--- config.mk ---
export PLATFORM = sky130hd
export DESIGN_NAME = abdh_fifo
export DESIGN_NICKNAME = d
export VERILOG_FILES = /design/src/rtl/abdh_pkg.sv /design/src/rtl/abdh_fifo.sv
export SDC_FILE = /design/constraint.sdc
export NUM_CORES = 1
export LEC_CHECK = 0
export BUFFER_PORTS_ARGS = -buffer_cell sky130_fd_sc_hd__buf_4
export CORE_ASPECT_RATIO = 1.2
export CORE_UTILIZATION = 55
export DETAILED_ROUTE_END_ITERATION = 16
export HOLD_SLACK_MARGIN = 0.08
export PLACE_DENSITY = 0.85
export SLEW_MARGIN = 40
export SYNTH_ARGS = -nofsm -noshare
export SYNTH_HDL_FRONTEND = slang
export SYNTH_SLANG_ARGS = --single-unit
--- constraint.sdc ---
create_clock -name clk -period 4 [get_ports clk]
set_input_delay 0.8 -clock clk [delete_from_list [all_inputs] [get_ports clk]]
set_output_delay 0.8 -clock clk [all_outputs]
set_load 0.03 [all_outputs]
--- src/rtl/abdh_pkg.sv ---
// Shared types and constants for the adjacent byte difference histogram.
// No dependencies.
`default_nettype none
package abdh_pkg;

  localparam int BIN_COUNT_DEF     = 256;
  localparam int COUNTER_WIDTH_DEF = 32;
  localparam int BYTE_W            = 8;
  localparam int CFG_W             = 9;
  localparam int OUT_W             = 32;
  localparam int QUEUE_DEPTH       = 4;

  localparam logic [CFG_W-1:0] CFG_RESET = 9'd256;

  localparam logic [1:0] FUNC_DATA  = 2'd0;
  localparam logic [1:0] FUNC_READ  = 2'd1;
  localparam logic [1:0] FUNC_CLEAR = 2'd2;

  typedef enum logic [1:0] {
    OP_INC    = 2'd0,
    OP_READ   = 2'd1,
    OP_RDZERO = 2'd2,
    OP_CLEAR  = 2'd3
  } op_t;

  typedef struct packed {
    logic [1:0]        func;
    logic [BYTE_W-1:0] byte_value;
    logic [BYTE_W-1:0] bin_index;
  } in_item_t;

  typedef struct packed {
    logic [OUT_W-1:0] bin_count;
    logic             bin_in_range;
  } out_item_t;

  typedef struct packed {
    op_t               op;
    logic [BYTE_W-1:0] addr;
  } q_entry_t;

endpackage
`default_nettype wire

--- src/rtl/abdh_fifo.sv ---
// Short request queue between front and back.
// Depends on abdh_pkg.
`default_nettype none
module abdh_fifo #(
  parameter int DEPTH = abdh_pkg::QUEUE_DEPTH
) (
  input  wire logic               clk,
  input  wire logic               rst_n,
  input  wire logic               push,
  input  wire abdh_pkg::q_entry_t wr_data,
  output logic                    full,
  input  wire logic               pop,
  output abdh_pkg::q_entry_t      rd_data,
  output logic                    empty
);
  import abdh_pkg::*;

  localparam int AW = (DEPTH > 1) ? $clog2(DEPTH) : 1;
  localparam int CW = $clog2(DEPTH + 1);
  localparam logic [CW-1:0] CNT_FULL = CW'(DEPTH);
  localparam logic [AW-1:0] PTR_LAST = AW'(DEPTH - 1);

  q_entry_t        mem_r [DEPTH];
  logic [AW-1:0]   wr_ptr_r, rd_ptr_r;
  logic [CW-1:0]   cnt_r, cnt_nxt;
  logic            do_push, do_pop;

  assign full    = (cnt_r == CNT_FULL);
  assign empty   = (cnt_r == '0);
  assign do_push = push && !full;
  assign do_pop  = pop && !empty;
  assign rd_data = mem_r[rd_ptr_r];

  always_comb begin
    cnt_nxt = cnt_r;
    if (do_push && !do_pop) begin
      cnt_nxt = cnt_r + 1'b1;
    end else if (do_pop && !do_push) begin
      cnt_nxt = cnt_r - 1'b1;
    end
  end

  always_ff @(posedge clk) begin
    if (!rst_n) begin
      wr_ptr_r <= '0;
      rd_ptr_r <= '0;
      cnt_r    <= '0;
    end else begin
      cnt_r <= cnt_nxt;
      if (do_push) begin
        wr_ptr_r <= (wr_ptr_r == PTR_LAST) ? '0 : wr_ptr_r + 1'b1;
      end
      if (do_pop) begin
        rd_ptr_r <= (rd_ptr_r == PTR_LAST) ? '0 : rd_ptr_r + 1'b1;
      end
    end
  end

  always_ff @(posedge clk) begin
    if (do_push) begin
      mem_r[wr_ptr_r] <= wr_data;
    end
  end

endmodule
`default_nettype wire

* Yosys cells after proc, flatten, opt, wreduce, memory -nomap -nowiden *
Memories as Yosys holds them, arrays and structs flattened. A register that Yosys moved wholly into a read port is not among the register bits.
Cells that the tools add are included.

operators by class
  reductions and logical operators = 10
  muxes and demuxes = 8
  add/sub/neg operators = 4
  equality and inequality tests = 3

operators by type and width
  kind                   number
  $mux W2                4
  $mux W3                2
  $add A2 B1 Y2 const B  2
  $eq A2 B2 Y1 const B   2
  $logic_and A1 B1 Y1    4
  $logic_not A1 Y1       4
  $add A3 B1 Y3 const B  1
  $eq A3 B3 Y1 const B   1
  $logic_not A3 Y1       1
  $sub A3 B1 Y3 const B  1
  $mux W1                2
  $reduce_bool A2 Y1     1

storage, ports and cells
  RAM bits = 40
  memories kept = 1
  input bits = 14
  logic and storage cells = 29
  output and inout port bits = 12
  register bits = 7

memory list
  memory  depth  bits a word  rd ports  clocked after memory_dff  wr ports  RTL line         text
  mem_r   4      10           1         1                         1         abdh_fifo.sv:23  q_entry_t mem_r [DEPTH];

* Logic depth before layout (Yosys ltp) *
Gate-level depths: netlist of the first run.

  word-level depth = 7
  mapped depth = 9

* Worst setup path before layout of the first run *
No wires, ideal clock.

  path type = in2reg
  from = in push
  to = reg cnt_r[2]
  path slack = 1.573 ns
  stages on the path = 8
  setup time = 0.076 ns
  path buffers = 1
  arrival = 2.352 ns
  path through = nor2b_1 > buf_2 > ha_1 > inv_1 > fa_1 > xor2_1 > or3_2 > a21boi_0

on the way
  cells in the longest elaborated chain, start to end = 4

ends and longest elaborated chain
  what                          RTL line         text
  start, declared               abdh_fifo.sv:9   input wire logic push,
  $logic_and A1 B1 Y1 (*)       abdh_fifo.sv:30  assign do_push = push && !full;
  via do_push                   abdh_fifo.sv:26  logic do_push, do_pop;
  $logic_not A1 Y1              abdh_fifo.sv:38  end else if (do_pop && !do_push) begin
  $logic_and A1 B1 Y1           abdh_fifo.sv:38
  $reduce_bool A2 Y1 (no line)  --
  end signal, assigned          abdh_fifo.sv:49  cnt_r <= cnt_nxt;
  end, declared                 abdh_fifo.sv:25  logic [CW-1:0] cnt_r, cnt_nxt;

Mark *: on every way through the listed nets, which the timed path passes. The rest lies on a longest branch.
A chain may end at the register's enable or synchronous reset.

==> impl_results.md, run 1 <==
- Worst Max-Slew Pin Slew: 0.6770 ns
- Worst clock skew on the final layout: 0.003244 ns
- Crit-path max FO: 10
- Top cell type by total area after synthesis: edfxtp_1
- Number of standard cells in the final layout excluding fillers: 169
- Number of fill cells: 228
- Post-synthesis cell type count: 22
- Combined flip-flop and latch cell area: 0.001381 mm^2
- Synth area leaders: edfxtp_1, mux4_2, dfxtp_1, ha_1, and2_1
- Mean routed wirelength per cell: 17.33 um
- Number of vias after detailed routing: 941
- Final Util: 0.6660
- Startpoint type of the worst setup path: register
- Clock buffer count from CTS: 5
- Post-route standard cell area excluding fillers: 0.002223 mm^2
- Synth warn: 0
- Num rows: 23
- Number of placed instances, taps included: 161
- Wire length of the first global-routing pass: 4616 um
- Number of antenna violations at the first check in global routing: 0
- Leakage component of the power: 0.7982 nW
- Initial standard-cell utilization of the core: 0.5742
- Core area: 0.003338 mm^2
- Yosys reg bits: 49
- Final number of max-transition violations: 0
- Num ports: 26
- First-pass iteration count of the detailed router: 4
- Required time of the critical path: 3.20 ns
- Worst voltage drop across the vdd grid: 0.4550 mV
- Sum of net half-perimeters after detailed placement: 2047 um
- Critical path capture point type: primary output
- Avg Cell Area, Syn: 18.61 um^2
- Quantity of I/O buffers inserted on ports: 25
- Clock buffer depth: 2
- Number of violations of the max-capacitance limit: 0
- Post-CTS Resized: 0
- Detailed router's first-iteration violation count: 44
- Antenna diodes: 0
- CTS Root Buffer Type: clkbuf_8
- Share of the synthesized area in the top cell type: 0.6266
- Status: complete, no violations
- Final #Nets: 152
- Critical Path AT: 1.84 ns
- X dimension of the die: 55.89 um
- Global Route Usage Sum: 0.1773
- Worst min-delay path class: register to register
- Post-synthesis sequential area ratio: 0.7206
- Antenna violation net count after detailed routing: 0
- DIE HEIGHT: 66.67 um
- Slew headroom: 0.5481
- Number of post-CTS setup repair buffers: 0
- Number of buffers inserted for hold repair after clock tree synthesis: 0
- Synth async-reset ratio: 0
- # H-tree levels: 2
- Average vias per placed instance: 5.568
- Setup TNS: 0 ns
- Largest net degree at the start of global routing: 15
- Cell area power density: 631.7 mW/mm^2
- Critical path start-end classification: register to primary output
- Library cell with the highest instance count after synthesis: edfxtp_1
- Area Overhead vs Synth: 15.99%
- Vias in the first global route: 975
- Proportion of layout cells with a drive suffix above 1: 0.3258
- Worst-path clk slew: 0.08 ns
- Clock period minus final worst setup slack: 2.638 ns
- Worst Hold Margin: 0.5086 ns
- Number of clock sinks: 49
- Post-Route WL: 2928 um
- Number of failing setup endpoints in the final timing report: 0
- RSZ-0062 raised after global routing: false
- Final Hold Violating Endpoints: 0
- Multi-input gate area in the final layout: 506.7 um^2
- Total congestion overflow after global routing: 0
- Clock latency of the later-clocked register in the worst-skew pair: 0.29 ns
- List of most frequent post-synthesis cells: edfxtp_1, mux4_2, dfxtp_1
- Cells after synthesis: 103
- Ratio of final minimum period to clock period: 0.6594
- Achievable frequency: 379.1 MHz
- Instance area after placement: 0.002133 mm^2
- Area of the die: 0.003726 mm^2
- Syn_nets: 124
- Mapped cell area: 0.001917 mm^2
- Post-synth EDFFs: 40
- Primary flip-flop cell chosen by synthesis mapping: edfxtp_1
- TritonCTS clock tree: yes
- DRC violations left: 0
- Global placer's final weighted congestion: 0.6675
## cell type report
type	count	area share
tap	37	0.02082
clock buffer	8	0.04052
timing repair buffer	25	0.08441
multi-input combinational	47	0.2279
inverter	3	0.005065
sequential	49	0.6213
## stage by stage
stage	setup slack, ns	power [mW]
4_1_cts	1.284	1.423
5_1_grt	1.213	1.477
3_3_place_gp	1.294	1.119
2_1_floorplan	1.573	0.9959
6_report	1.362	1.405
3_5_place_dp	1.160	1.141
## cell usage in the layout (no fill, tap or decap)
cell	instances
nor3b_2	1
nor2b_1	2
nor2_1	2
o31ai_1	1
ha_1	6
o21ai_0	3
dfxtp_1	9
nor3_1	1
nand2_1	6
xor2_1	1
and2_1	5
edfxtp_1	40
buf_4	25
xnor2_1	1
mux2i_1	3
a21boi_0	1
nand3_1	2
mux4_2	10
clkbuf_1	2
inv_1	3
or3_2	1
fa_1	1
clkbuf_8	6
## report_power, final
group	internal, mW	switching (mW)	leakage [nW]
Clock	0.141	0.143	0.0455
Combinational	0.200	0.230	0.312
Sequential	0.626	0.0641	0.441
## flip-flops by register name (all words and copies together) (netlist names), named ones only
| signal | flops |
|---|---|
| cnt_r | 3 |
| mem_r | 40 |
| rd_ptr_r | 2 |
| wr_ptr_r | 2 |
## routing by layer
layer / GRT usage / wire [um]
met3: 0.04078 / 114
met1: 0.1952 / 1129
met5: 0 / 0
met2: 0.3178 / 1628
met4: 0.1006 / 55
## kinds of logic (layout without fill, tap and decap cells)
kind of cell,count (synthesis),count (layout),synth area share
DFF,49,49,0.7206
and+or+nand+nor,20,20,0.05679
muxes,13,13,0.1332
adders and majority gates,7,7,0.04961
buffers and inverters,7,36,0.01501
AOI/OAI and AO/OA,5,5,0.01567
xor gates and xnor gates,2,2,0.009140
## worst max-delay path, cell delays in order, from the launching register on
cell     delay, ns
dfxtp_1       0.76
mux4_2        0.60
buf_4         0.18
## worst paths after layout
kind | start | to | slack, ns | cells after the start
setup / recovery | register | rd_data[5] | 1.36 | 2
hold / removal | wr_ptr_r[1] | wr_ptr_r[1] | 0.51 | 2
setup reg to reg | cnt_r[0] | cnt_r[2] | 1.51 | 7
hold reg to reg | wr_ptr_r[1] | wr_ptr_r[1] | 0.51 | 2
No activity file was read; power rests on OpenSTA's default activity.
==> inputs of run 2 (changes only) <==
CORE_UTILIZATION = 50   (was 55)
PLACE_DENSITY = 0.82   (was 0.85)
clock period = 2.2 ns   (was 4 ns; I/O delays follow)
==> run 2 against run 1 <==
  * Total power up 110%
  * Via count rose by 1.8%
  * Die area up 9.7%
==> impl_results.md, run 2 (synthesis gave the netlist of run 1 again) <==
- Clock buffer count from CTS: 5 (unchanged)
- Num ports: 26 (unchanged)
- Number of buffers inserted for hold repair after clock tree synthesis: 0 (unchanged)
- Setup TNS: 0 ns (unchanged)
- Ratio of final minimum period to clock period: 0.9560
- Final number of max-transition violations: 0 (unchanged)
- Area Overhead vs Synth: 24.28%
- Count of cells along the worst hold path: 1 (-1)
- Leakage component of the power: 0.8506 nW (+6.6%)
- Category of cells accounting for the largest share of critical-path delay: adder cells
- Mean routed wirelength per cell: 15.63 um (-9.8%)
- Highest-count cells in the layout ignoring fill and taps: edfxtp_1, buf_4, mux4_2
- Num rows: 24 (+4.3%)
- TritonCTS clock tree: yes
- Proportion of layout cells with a drive suffix above 1: 0.4234 (+0.09760)
- Number of antenna violations at the first check in global routing: 0 (unchanged)
- Crit-path max FO: 5 (-5)
- CTS Root Buffer Type: clkbuf_8
- Vias in the first global route: 1011 (+3.7%)
- Slew headroom: 0.6478 (+0.09978)
- Post-Route WL: 2955 um (+0.92%)
- Multi-input gate area in the final layout: 538.0 um^2 (+6.2%)
- Clock latency of the later-clocked register in the worst-skew pair: 0.30 ns (about the same)
- Number of failing setup endpoints in the final timing report: 0 (unchanged)
- Average vias per placed instance: 5.069 (-9.0%)
- Launching point of the worst reg2reg path: cnt_r[0]
- Worst-path clk slew: 0.09 ns (about the same)
- Largest register by flop count: mem_r
- Slowest stage cell, crit path: or3_2
- Initial standard-cell utilization of the core: 0.5232 (-0.05099)
- Worst Hold Endpoint: mem_r[1][8]
- Endpoint of the worst-slack reg-to-reg timing path: cnt_r[2]
- Worst voltage drop across the vdd grid: 0.7496 mV (+65%)
- Final #Nets: 157 (+3.3%)
- RSZ-0062 raised after global routing: false
- Sum of net half-perimeters after detailed placement: 2024 um (-1.2%)
- Global Route Usage Sum: 0.1616 (-0.01566)
- Combined buffer and inverter count along the critical path: 1 (unchanged)
- Critical Path AT: 2.33 ns (+0.49 ns)
- Area of the die: 0.004086 mm^2 (+9.7%)
- Global placer's final weighted congestion: 0.6838 (+2.4%)
- Registers with the most flip-flops: mem_r (40), cnt_r (3)
- Quantity of I/O buffers inserted on ports: 25 (unchanged)
- Startpoint type of the worst setup path: register
- Critical path start-end classification: register to register
- Hold Crit Start: wr_data[8]
- Antenna violation net count after detailed routing: 0 (unchanged)
- First-pass iteration count of the detailed router: 4 (unchanged)
- Worst min-delay path class: input port to register
- Status: complete, no violations
- Achievable frequency: 475.5 MHz
- Number of violations of the max-capacitance limit: 0 (unchanged)
- Crit path cell chain: o31ai_4, ha_2, inv_1, fa_2, xor2_1, or3_2, a21boi_2
- DIE HEIGHT: 69.83 um (+4.7%)
- Critical path capture point type: register
- Clock buffer depth: 2 (unchanged)
- Total congestion overflow after global routing: 0 (unchanged)
- Worst Max-Slew Pin Slew: 0.5283 ns (-0.1487 ns)
- Worst clock skew on the final layout: 0.01018 ns (+0.006939 ns)
- Number of fill cells: 268 (+18%)
- Most frequent standard cell in the layout excluding fill and tap cells: edfxtp_1
- Combined flip-flop and latch cell area: 0.001393 mm^2 (+0.82%)
- Clock period minus final worst setup slack: 2.103 ns
- Instance area after placement: 0.002200 mm^2 (+3.1%)
- X dimension of the die: 58.52 um (+4.7%)
- Largest net degree at the start of global routing: 17 (+2)
- # H-tree levels: 2 (unchanged)
- Post-route standard cell area excluding fillers: 0.002382 mm^2 (+7.1%)
- Detailed router's first-iteration violation count: 22 (-50%)
- Flip-flop count of the largest register, all copies and words added: 40 (unchanged)
- Crit path largest cell delay: 0.44 ns (-0.32 ns)
- Number of vias after detailed routing: 958 (+1.8%)
- Number of clock sinks: 49 (unchanged)
- Wire length of the first global-routing pass: 4671 um (+1.2%)
- Core area: 0.003664 mm^2 (+9.7%)
- Antenna diodes: 0 (unchanged)
- Required time of the critical path: 2.42 ns (-0.78 ns)
- Count of cells along the worst register-to-register path: 7 (unchanged)
- DRC violations left: 0 (unchanged)
- Cell area power density: 1219 mW/mm^2 (+93%)
- Final Hold Violating Endpoints: 0 (unchanged)
- Register-to-register setup slack: 0.1 ns (-1.41 ns)
==> run 2: timing repair <==
| item | CTS | global route |
|---|---|---|
| gates resized for setup | 5 | 6 |
| buffers inserted | 0 | 2 |
| hold endpoints to repair | 0 | 0 |
| setup endpoints to repair | 1 | 1 |
| pin swaps | 1 | 2 |
==> run 2: final cells by class <==
type / count / area share
Sequential cell: 49 / 0.5846
Inverter: 3 / 0.004727
Clock buffer: 5 / 0.02889
Timing Repair Buffer: 30 / 0.09979
Clock inverter: 3 / 0.02889
Tap cell: 52 / 0.02731
Multi-Input combinational cell: 47 / 0.2258
==> run 2: worst max-delay path by stage <==
stage	from	end	cells after the start
floorplan	cnt_r[1]	cnt_r[2]	9
global placement	push	cnt_r[2]	8
detailed placement	cnt_r[1]	cnt_r[2]	8
CTS	cnt_r[2]	cnt_r[2]	8
global route	cnt_r[2]	cnt_r[2]	8
finish	cnt_r[0]	cnt_r[2]	7
==> run 2: metal layers <==
| layer | global-route usage | share of wire |
|---|---|---|
| met5 | 0 | 0 |
| met4 | 0.06085 | 0.016 |
| met3 | 0.05597 | 0.044 |
| met2 | 0.2937 | 0.57 |
| met1 | 0.1649 | 0.37 |
==> run 2: worst register-to-register path: stages (launching register included) <==
cell,delay [ns]
dfxtp_4,0.39
o31ai_4,0.25
ha_2,0.24
inv_1,0.06
fa_2,0.34
xor2_1,0.18
or3_2,0.44
a21boi_2,0.15
==> run 2: power breakdown <==
part           internal [mW]  switching [mW]
registers               1.15           0.106
clock network          0.457           0.287
logic                  0.438           0.467
==> run 2: stage by stage <==
stage	util	power [mW]	cells	hold WS (ns)	setup WS, ns
4_1_cts	0.6421	2.898	187	0.3285	0.01931
2_1_floorplan	-	1.827	103	0.4677	0.007677
6_report	0.6503	2.903	189	0.3327	0.09690
3_5_place_dp	0.6004	2.142	179	0.5080	-0.09429
5_1_grt	0.6503	3.044	189	0.3170	0.03172
3_3_place_gp	0.6004	2.089	179	0.4777	0.1291
