## config.mk

```make
export PLATFORM = sky130hd
export DESIGN_NAME = abdh_front
export DESIGN_NICKNAME = d
export VERILOG_FILES = /design/src/rtl/abdh_pkg.sv /design/src/rtl/abdh_front.sv
export SDC_FILE = /design/constraint.sdc
export NUM_CORES = 1
export LEC_CHECK = 0
export ABC_AREA = 0
export BUFFER_PORTS_ARGS = -buffer_cell sky130_fd_sc_hd__buf_4
export CORE_AREA = 2 2 64 66
export CTS_BUF_LIST = sky130_fd_sc_hd__clkbuf_8
export CTS_CLUSTER_DIAMETER = 40
export DETAILED_ROUTE_END_ITERATION = 10
export DIE_AREA = 0 0 66 68
export GPL_ROUTABILITY_DRIVEN = 0
export PLACE_DENSITY = 0.77
export SKIP_LAST_GASP = 1
export SYNTH_ARGS = -nofsm -noshare
export SYNTH_HDL_FRONTEND = slang
export SYNTH_SLANG_ARGS = --single-unit
```

## constraint.sdc

```tcl
create_clock -name clk -period 2.9 [get_ports clk]
set_input_delay 0 -clock clk [delete_from_list [all_inputs] [get_ports clk]]
set_output_delay 0 -clock clk [all_outputs]
set_load 0.02 [all_outputs]
```

## src/rtl/abdh_pkg.sv

```systemverilog
// Shared types and constants for the adjacent byte difference histogram.
// No dependencies.
`default_nettype none
package abdh_pkg;

  localparam int BIN_COUNT_DEF     = 256;
  localparam int COUNTER_WIDTH_DEF = 32;
  localparam int BYTE_W            = 8;
  localparam int CFG_W             = 9;
  localparam int OUT_W             = 32;
  localparam int QUEUE_DEPTH       = 4;

  localparam logic [CFG_W-1:0] CFG_RESET = 9'd256;

  localparam logic [1:0] FUNC_DATA  = 2'd0;
  localparam logic [1:0] FUNC_READ  = 2'd1;
  localparam logic [1:0] FUNC_CLEAR = 2'd2;

  typedef enum logic [1:0] {
    OP_INC    = 2'd0,
    OP_READ   = 2'd1,
    OP_RDZERO = 2'd2,
    OP_CLEAR  = 2'd3
  } op_t;

  typedef struct packed {
    logic [1:0]        func;
    logic [BYTE_W-1:0] byte_value;
    logic [BYTE_W-1:0] bin_index;
  } in_item_t;

  typedef struct packed {
    logic [OUT_W-1:0] bin_count;
    logic             bin_in_range;
  } out_item_t;

  typedef struct packed {
    op_t               op;
    logic [BYTE_W-1:0] addr;
  } q_entry_t;

endpackage
`default_nettype wire

```

## src/rtl/abdh_front.sv

```systemverilog
// Front end: accepts requests, holds the previous byte and the bin limit, and
// queues reads, clears and in-range byte differences. Depends on abdh_pkg.
`default_nettype none
module abdh_front #(
  parameter int BIN_COUNT = abdh_pkg::BIN_COUNT_DEF
) (
  input  wire logic                      clk,
  input  wire logic                      rst_n,
  input  wire logic                      cfg_wr_en,
  input  wire logic [abdh_pkg::CFG_W-1:0] cfg_wr_data,
  input  wire logic                      in_push,
  input  wire abdh_pkg::in_item_t        in_item,
  output logic                           in_full,
  output logic                           q_push,
  output abdh_pkg::q_entry_t             q_data,
  input  wire logic                      q_full
);
  import abdh_pkg::*;

  localparam logic [CFG_W-1:0] BIN_LIMIT = CFG_W'(BIN_COUNT);

  logic [CFG_W-1:0]  bins_r;
  logic [CFG_W-1:0]  active;
  logic [BYTE_W-1:0] prev_r;
  logic              prev_vld_r;
  logic [BYTE_W-1:0] diff;
  logic              accept;

  assign in_full = q_full;
  assign accept  = in_push && !q_full;
  assign active  = (bins_r > BIN_LIMIT) ? BIN_LIMIT : bins_r;
  assign diff    = (in_item.byte_value >= prev_r) ? in_item.byte_value - prev_r
                                                  : prev_r - in_item.byte_value;

  always_comb begin
    q_push      = 1'b0;
    q_data.op   = OP_INC;
    q_data.addr = diff;
    unique case (in_item.func)
      FUNC_DATA: begin
        q_push = accept && prev_vld_r && ({1'b0, diff} < active);
      end
      FUNC_READ: begin
        q_push      = accept;
        q_data.addr = in_item.bin_index;
        q_data.op   = ({1'b0, in_item.bin_index} < active) ? OP_READ : OP_RDZERO;
      end
      FUNC_CLEAR: begin
        q_push    = accept;
        q_data.op = OP_CLEAR;
      end
      default: begin
        q_push = 1'b0;
      end
    endcase
  end

  always_ff @(posedge clk) begin
    if (!rst_n) begin
      bins_r     <= CFG_RESET;
      prev_r     <= '0;
      prev_vld_r <= 1'b0;
    end else begin
      if (cfg_wr_en) begin
        bins_r <= cfg_wr_data;
      end
      if (accept && in_item.func == FUNC_DATA) begin
        prev_r     <= in_item.byte_value;
        prev_vld_r <= 1'b1;
      end else if (accept && in_item.func == FUNC_CLEAR) begin
        prev_r     <= '0;
        prev_vld_r <= 1'b0;
      end
    end
  end

endmodule
`default_nettype wire

```

# Word level (Yosys, flattened, before mapping)
# Index checks and enable logic that the tools add are counted.
classes:
  add_sub_neg: 2
  multipliers: 0
  n_div: 0
  magnitude_cmp: 4
  eq_ne: 2
  n_shift: 0
  n_mux: 10
  bitwise: 0
  n_reduce_logical: 9
ops:
  columns: ["operator", "count"]
  rows:
  - ["two-way mux 8 bit", 4]
  - ["< comparator 8 x 9 -> 1 bit", 2]
  - ["subtractor 8 bit", 2]
  - ["> comparator 9 bit (second input constant)", 1]
  - ["two-way mux 9 bit", 1]
  - ["greater-or-equal comparator 8 bit", 1]
  - ["logical AND 1 bit", 5]
  - ["case mux 2 bit (2 select lines)", 1]
  - ["== test 2 x 1 -> 1 bit (second input constant)", 1]
  - ["== test 2 bit (second input constant)", 1]
  - ["logical NOT 2 bit", 1]
  - ["two-way mux 1 bit", 2]
  - ["two-way mux 2 bit", 1]
  - ["case mux 1 bit (2 select lines)", 1]
  - ["nonzero test 2 bit", 1]
  - ["OR reduction 2 bit", 1]
  - ["logical NOT 1 bit", 1]
word_totals:
  ff_bits: 18
  latch_bits: 0
  ram_bits: 0
  rom_bits: 0
  input_bits: 32
  word_cells: 30
  mem_count: 0

# Longest topological paths before layout
# Gate-level depths: netlist of the first run.
depth:
  depth_word: 5
  mapped_depth: 16
  mapped_depth_nobuf: 16

# Least setup slack after synthesis of the first run
# Ideal clock, no wire load.
synth_path:
  kind: "register -> output"
  startpoint: "register prev_r[0]"
  endpoint: "output q_push"
  t_arrival_ns: 3.121
  t_required_ns: 2.900
  slack_ns: -0.221
  stages_incl_launch_ff: 16
  path_buffers: 0
  cell_sequence: "dfxtp_1 > ha_1 > inv_1 > fa_1 > a21o_1 > a2111oi_4 > o21ai_4 > mux2i_1 > xnor2_1 > ha_1 > a21oi_1 > nor2b_1 > o21ai_0 > a21o_1 > o2111ai_1 > a21oi_1"
synth_between:
  elab_chain_cells: 5
  word_cells_on_any_way: 7
synth_rtl:
  columns: ["item", "line_no", "text"]
  rows:
  - ["start: declaration", "abdh_front.sv:24", "logic [BYTE_W-1:0] prev_r;"]
  - ["start signal: assignment", "abdh_front.sv:68", "prev_r <= in_item.byte_value;"]
  - ["subtractor 8 bit, or another cell as far along", "abdh_front.sv:33", ": prev_r - in_item.byte_value;"]
  - ["two-way mux 8 bit *", "abdh_front.sv:32", "assign diff = (in_item.byte_value >= prev_r) ? in_item.byte_value - prev_r"]
  - ["< comparator 8 x 9 -> 1 bit *", "abdh_front.sv:41", "q_push = accept && prev_vld_r && ({1'b0, diff} < active);"]
  - ["logical AND 1 bit *", "abdh_front.sv:41", null]
  - ["case mux 1 bit (2 select lines) *", "abdh_front.sv:39", "unique case (in_item.func)"]
  - ["end: declaration", "abdh_front.sv:14", "output logic q_push,"]
# Mark *: on every way between the ends. The rest lies on a longest branch, timed or not.

# Worst setup path after layout of the first run
# Same ends and word-level chain as after synthesis.

==> results.toml, run 1 <==
[global_route]
vias_in_the_first_global_route = 1745
global_route.usage.total_pct = 22.73
initial_antenna_violation_count = 0
globalRouteOverflowTotal = 0
pin_count_of_the_biggest_net_entering_global_routing = 19
first_pass_grt_wire_length_um = 8010

[setup_path]
kind_of_launch_point_of_the_worst_setup_path = "flip-flop"
worst_path_max_delay_cell = "sky130_fd_sc_hd__dfxtp_2"
crit_path_frequent_cell = "sky130_fd_sc_hd__a21o_1"
critPathMaxFanout = 8
worst_ep_required_time_ns = 2.90
critical_path.cell_chain = "ha_4, inv_1, fa_2, a21o_1, a2111oi_4, o21ai_4, mux2i_1, xnor2_1, ha_1, a21oi_1, nor2b_1, o21ai_1, a21o_1, o2111ai_2, a21oi_2, buf_4"
cpPeakStageDelay_ns = 0.35
worstSetupEndpointType = "output port"
critPathArrivalTime_ns = 3.37
crit_type = "flip-flop to output port"

[floorplan]
design.die.area_mm2 = 0.004488
y_dimension_of_the_die_um = 68
core-area_mm2 = 0.003856
starting_density_pct = 49.19
die_width_um = 66
row_count = 23
io_pins = 44

[job]
max-cap-violations = 0

[yosys]
synthesis.area_mm2 = 0.001897
synth.yosys.seq_area_share_pct = 19.00
synth.yosys.warnings = 0
synth.largest_area_cell = "sky130_fd_sc_hd__ha_1"
synth.top_cell.area_share_pct = 21.77
synth_commonest_cells = "sky130_fd_sc_hd__ha_1 (33), sky130_fd_sc_hd__inv_1 (21), sky130_fd_sc_hd__nor2b_1 (20)"
ys_ff_latch = 18
syn_area_per_cell_um2 = 8.822
post-synth-top-count-cell = "sky130_fd_sc_hd__ha_1"
ys_top_cells_by_area = "sky130_fd_sc_hd__ha_1 (22%), sky130_fd_sc_hd__dfxtp_1 (19%), sky130_fd_sc_hd__mux2i_1 (6.9%), sky130_fd_sc_hd__nor2b_1 (6.6%), sky130_fd_sc_hd__inv_1 (4.2%)"
netlist-cell-type-count = 42
ys_async_sr_fraction_pct = 0
syn-instance-count = 215
dominantRegCellSynth = "sky130_fd_sc_hd__dfxtp_1"
mappedNetlistNets = 282
synth_edf_count = 0

[drt]
num_vias = 1746
top_sig_layer = "met4"
route.met2.wl_um = 2326
finalWirelength_um = 4576
routed_length_on_met1_um = 2038
ratio_of_routed_vias_to_standard_cells = 5.372
postRouteAntennaNets = 0
dr.first_iter.drc_count = 65
route.detailed.drc = 0
avgRoutedWirePerCell_um = 14.08
met3_wirelength_um = 151
drt_pre_antenna_iters = 5

[final_layout]
syn_to_final_growth_pct = 30.41
antenna_cells = 0
final_core_utilization_pct = 64.15
drive_gt1_share_pct = 31.27
fill_count = 370
finalNonFillerCells = 325
layout.area.seq_um2 = 361.6
nNetsFinal = 343
multi_input_comb_area_mm2 = 0.001430

[timing]
rsz_0062_raised_after_global_routing = "true"
report.final.hold_viol_count = 0
layout_worst_path_cycle_share_pct = 116.2
worst_clock_skew_ns = 0
timing.hold.ws_ns = 0.003406
worst_pin_slew_ns = 0.6931
final_critical_path_setup_slack_ns = -0.4706
finalWorstPathRequiredPeriod_ns = 3.371
setup_viol = 1
max_freq_ghz = 0.2967
timing.final.max_slew_violations = 0
timing.slew.headroom_pct = 53.48

[pwr]
pwr_density_cell_mw_per_mm2 = 344.6
combPwrFrac_pct = 43.4
p_int_uw = 566.7
p_total_uw = 852.4
p_leak_uw = 0.001159
netSwitchingFraction_pct = 33.51
seq_power_share_pct = 31.0
p_clk_share_pct = 25.6
vdd.ir_drop.worst_uv = 217.7
netSwitchingPower_uw = 285.7

[clocking]
postCtsResizedCells = 0
clk_pin_slew_worst_paths_ns = 0.08
cts_sinks = 18
clock_latency_ns = 0.26
root_buffer_cell = "sky130_fd_sc_hd__clkbuf_8"
cts_max_level = 1
clk_path_buf_depth = 2
tritoncts.num_buffers = 3
cts_tree = "built"

[placed_design]
dp_wirelength_um = 3692
detailedPlace.worstSlack_ns = -0.1790
io_buffer_count = 43
post-place-cells = 318

[run_status]
failed_checks = "negative setup slack"
status = "finished, violations left"

[hold_path]
hold_path.class = "primary input to flip-flop"
## state kept, by name (all words and copies together) (netlist names)
| name | cells |
|---|---|
| prev_r | 8 |
| prev_vld_r | 1 |
| bins_r | 9 |
## placed cells by master (no fill, tap or decap), types with 2 or more instances in the layout
cell,n
sky130_fd_sc_hd__mux2_2,7
sky130_fd_sc_hd__ha_1,32
sky130_fd_sc_hd__xnor2_1,5
sky130_fd_sc_hd__dfxtp_1,17
sky130_fd_sc_hd__mux2i_1,13
sky130_fd_sc_hd__buf_4,61
sky130_fd_sc_hd__a221oi_1,2
sky130_fd_sc_hd__o21ai_1,2
sky130_fd_sc_hd__and4_4,2
sky130_fd_sc_hd__a22oi_1,8
sky130_fd_sc_hd__inv_1,21
sky130_fd_sc_hd__clkbuf_8,4
sky130_fd_sc_hd__o21ai_0,2
sky130_fd_sc_hd__nand4_1,2
sky130_fd_sc_hd__nor2b_1,20
sky130_fd_sc_hd__nand3b_1,2
sky130_fd_sc_hd__a21o_1,10
sky130_fd_sc_hd__o21bai_1,2
sky130_fd_sc_hd__a21oi_1,14
sky130_fd_sc_hd__dlygate4sd3_1,2
sky130_fd_sc_hd__nand2_1,16
sky130_fd_sc_hd__clkinv_1,2
sky130_fd_sc_hd__a31oi_1,2
sky130_fd_sc_hd__nor2_1,2
sky130_fd_sc_hd__o211ai_1,4
## power by group through the flow
stage          Clock, uW  Combinational (uW)  Sequential (uW)
2_1_floorplan          0                 229              268
3_3_place_gp           0                 356              270
3_5_place_dp           0                 363              270
4_1_cts              222                 368              264
5_1_grt              229                 409              265
6_report             218                 370              264
## per-layer routing
metal	GRT usage [%]	vias up
met5	0	-
met4	5.612	0
met3	2.796	8
met2	40.53	37
met1	29.29	823
li1	-	878
## per-stage QoR
step	TNS, ns	instance area [um^2]
after floorplan	0	1923
final	-0.4706	2474
after global routing	-0.6719	2474
after CTS	-0.4893	2466
after detailed placement	-0.1790	2391
after global placement	-0.1239	2391
## cell families (layout without fill, tap and decap cells)
kind of cell	count (synthesis)	after routing	share of synthesized area, %
mux	20	20	11.02
xor+xnor	6	6	2.770
buf+inv	30	90	6.926
simple gates	51	51	15.44
flops	18	18	19.00
compound gates	55	55	20.98
fa+ha+maj	35	35	23.88
## path summary, 6_finish.rpt
path	cells after the start	slack, ns	endpoint	start
hold / removal	3	0.003	bins_r[2]$_SDFFE_PN0P_	cfg_wr_data[2]
setup reg to reg	2	1.93	bins_r[8]$_SDFFE_PN1P_	bins_r[8]$_SDFFE_PN1P_
hold reg to reg	2	0.53	bins_r[2]$_SDFFE_PN0P_	bins_r[2]$_SDFFE_PN0P_
setup / recovery	16	-0.47	q_push	prev_r[0]$_SDFFE_PN0P_
## what timing repair did
| item | in CTS | in global routing |
|---|---|---|
| hold buffers | 2 | 0 |
| endpoints found under the setup margin | 1 | 2 |
| buffers inserted | 0 | 1 |
| gates cloned | 0 | 0 |
| pin swaps | 1 | 0 |
| hold endpoints to repair | 2 | 0 |
## worst max-delay path, delay by kind of cell, from the launching register on
kind,cells,cell delay (ns)
muxes,1,0.21
buffers and inverters,2,0.18
adders and majority gates,3,0.74
AOI/OAI and AO/OA,8,1.41
and+or+nand+nor,1,0.06
xor gates and xnor gates,1,0.17
DFF,1,0.35
## layout make-up
type                       instances  share of cell area [%]
multi-input combinational        167                   57.81
timing repair buffer              63                   19.32
sequential                        18                   14.62
inverter                          23                   3.490
tap                               50                   2.529
clock buffer                       4                   2.226
Power figures use the tool's default switching activity.
==> inputs of run 2 (changes only) <==
Settings changed: BUFFER_PORTS_ARGS -buffer_cell sky130_fd_sc_hd__buf_4 to -buffer_cell sky130_fd_sc_hd__buf_2.
==> run 2 against run 1 <==
Compared with the run above: critical path depth did not move; routed wire length rose by 1.7%; largest power group unchanged; critical path type unchanged; register-to-register slack got worse by 0.05 ns; sequential power barely moved; clock power barely moved; final area fell by 3.2%; the flow still finishes with violations (negative setup slack); via count rose by 1.1%.
==> results.toml, run 2 (synthesized netlist as in run 1, its figures left out) <==
[setup_path]
crit_path_start = "prev_r[0]$_SDFFE_PN0P_"
worst-r2r-setup-slack_ns = 1.88
worstSetupPathDepth = 16
bufs_and_invs_on_worst_path = 3
worst_path_max_delay_cell = "sky130_fd_sc_hd__dfxtp_2"
cpPeakStageDelay_ns = 0.35
critPathArrivalTime_ns = 3.39
critical_path.cell_chain = "ha_4, inv_2, fa_2, a21o_1, a2111oi_4, o21ai_4, buf_6, a311o_1, nand2_1, xnor2_1, ha_1, a21o_1, a21oi_1, o2111ai_2, a21oi_2, buf_2"
worstSetupEndpointType = "output port"
crit_type = "flip-flop to output port"
worst_ep_required_time_ns = 2.90
critPathMaxFanout = 5
cpLargestDelayFamily = "compound AO/OA/AOI/OAI gates"
reg2reg_depth = 2
crit_path_frequent_cell = "sky130_fd_sc_hd__a21o_1"
regToRegStartpoint = "bins_r[8]$_SDFFE_PN1P_"
kind_of_launch_point_of_the_worst_setup_path = "flip-flop"

[global_route]
globalRouteOverflowTotal = 0
vias_in_the_first_global_route = 1757
met3_capacity_usage_during_global_routing_pct = 3.289
pin_count_of_the_biggest_net_entering_global_routing = 19
grt.met2_usage_pct = 40.53
first_pass_grt_wire_length_um = 7810
global_route.usage.total_pct = 22.30
globalRoute.busiestLayer = "met2"
gr-usage-met1_pct = 28.14
initial_antenna_violation_count = 0

[timing]
layout_worst_path_cycle_share_pct = 117.0
max_freq_ghz = 0.2946
setup_viol = 1
timing.setup.tns_ns = -0.4940
final_critical_path_setup_slack_ns = -0.4940
rsz_0062_raised_after_global_routing = "true"
timing.final.max_slew_violations = 0
timing.hold.ws_ns = 0.002513
report.final.hold_viol_count = 0
worst_pin_slew_ns = 0.7606
finalWorstPathRequiredPeriod_ns = 3.394
worst_clock_skew_ns = 0
timing.slew.headroom_pct = 48.95

[pwr]
p_total_uw = 844.8
vdd.ir_drop.worst_uv = 341.8
pwr_density_cell_mw_per_mm2 = 352.8
p_leak_uw = 0.001134

[floorplan]
core-area_mm2 = 0.003856
starting_density_pct = 49.19
y_dimension_of_the_die_um = 68
die_width_um = 66
io_pins = 44
row_count = 23
design.die.area_mm2 = 0.004488

[hold_path]
hold_path.class = "primary input to flip-flop"
worstHoldStart = "cfg_wr_data[3]"
worstHoldPathCells = 3

[final_layout]
antenna_cells = 0
largest_register_ff_count = 9
nNetsFinal = 343
finalNonFillerCells = 325
syn_to_final_growth_pct = 26.25
drive_gt1_share_pct = 32.00
most_common_cell_after_layout_fill_and_taps_aside = "sky130_fd_sc_hd__buf_2"
biggestRegsByFlops = "bins_r (9), prev_r (8), prev_vld_r (1)"
highest_count_cells_in_the_layout_ignoring_fill_and_taps = "sky130_fd_sc_hd__buf_2 (41), sky130_fd_sc_hd__ha_1 (32), sky130_fd_sc_hd__inv_1 (20), sky130_fd_sc_hd__nor2b_1 (20)"
regMostFlops = "bins_r"

[drt]
ratio_of_routed_vias_to_standard_cells = 5.434
dr.first_iter.drc_count = 87
drt_pre_antenna_iters = 4
finalWirelength_um = 4652
route.detailed.drc = 0
postRouteAntennaNets = 0
num_vias = 1766
avgRoutedWirePerCell_um = 14.31

[clocking]
cts_tree = "built"
tritoncts.num_buffers = 3
clock_latency_ns = 0.25
root_buffer_cell = "sky130_fd_sc_hd__clkbuf_8"
cts_sinks = 18
cts_max_level = 1
clk_path_buf_depth = 2
clk_pin_slew_worst_paths_ns = 0.09

[placed_design]
io_buffer_count = 43
dp_wirelength_um = 3637
detailedPlace.worstSlack_ns = -0.1687
post-place-cells = 317

[run_status]
status = "finished, violations left"
failed_checks = "negative setup slack"

[job]
max-cap-violations = 0
==> run 2: cell counts in the layout (fill, tap and decap cells not counted) <==
Identical to the previous run, type by type.
==> run 2: final timing paths <==
path                             to
min reg2reg  bins_r[2]$_SDFFE_PN0P_
max                          q_push
max reg2reg  bins_r[8]$_SDFFE_PN1P_
min          bins_r[3]$_SDFFE_PN0P_
==> run 2: per-layer routing <==
| layer | part of all wire (%) | wire length, um | vias to the layer above |
|---|---|---|---|
| met1 | 46 | 2131 | 830 |
| li1 | - | - | 883 |
| met5 | 0 | 0 | - |
| met4 | 0.99 | 46 | 0 |
| met3 | 3.7 | 172 | 6 |
| met2 | 49 | 2302 | 47 |
==> run 2: worst register-to-register path, stage by stage (launching register included) <==
cell and delay [ns]:
sky130_fd_sc_hd__dfxtp_1 0.42, sky130_fd_sc_hd__clkinv_1 0.28, sky130_fd_sc_hd__o211ai_1 0.25
==> run 2: power by group <==
part / leakage [uW] / switching (uW) / internal, uW / total [uW]
Clock: 0.0000288 / 99.8 / 121 / 221
Combinational: 0.000957 / 184 / 175 / 359
Sequential: 0.000148 / 7.11 / 257 / 265
Total: 0.00113 / 291 / 553 / 845
==> run 2: stage by stage <==
| stage | utilization (%) | cell area (um^2) |
|---|---|---|
| after floorplan | - | 1923 |
| after global placement | 59.02 | 2276 |
| after detailed placement | 59.02 | 2276 |
| after CTS | 61.03 | 2354 |
| after global routing | 62.10 | 2395 |
| final | 62.10 | 2395 |
==> run 2: area by class of cell <==
type | instances | area (um^2)
fill | 360 | 1461
tap | 50 | 62.56
clock buffer | 4 | 55.05
sequential | 18 | 361.6
multi-input combinational | 167 | 1443
inverter | 23 | 86.33
timing repair buffer | 63 | 386.6
==> run 2: repair_timing <==
| action | CTS | global route |
|---|---|---|
| hold buffers | 2 | 0 |
| cloned | 0 | 0 |
| endpoints found under the setup margin | 2 | 4 |
| setup buffers | 0 | 4 |
| pin swaps | 1 | 4 |
| resized for setup | 1 | 8 |
| endpoints found under the hold margin | 2 | 0 |
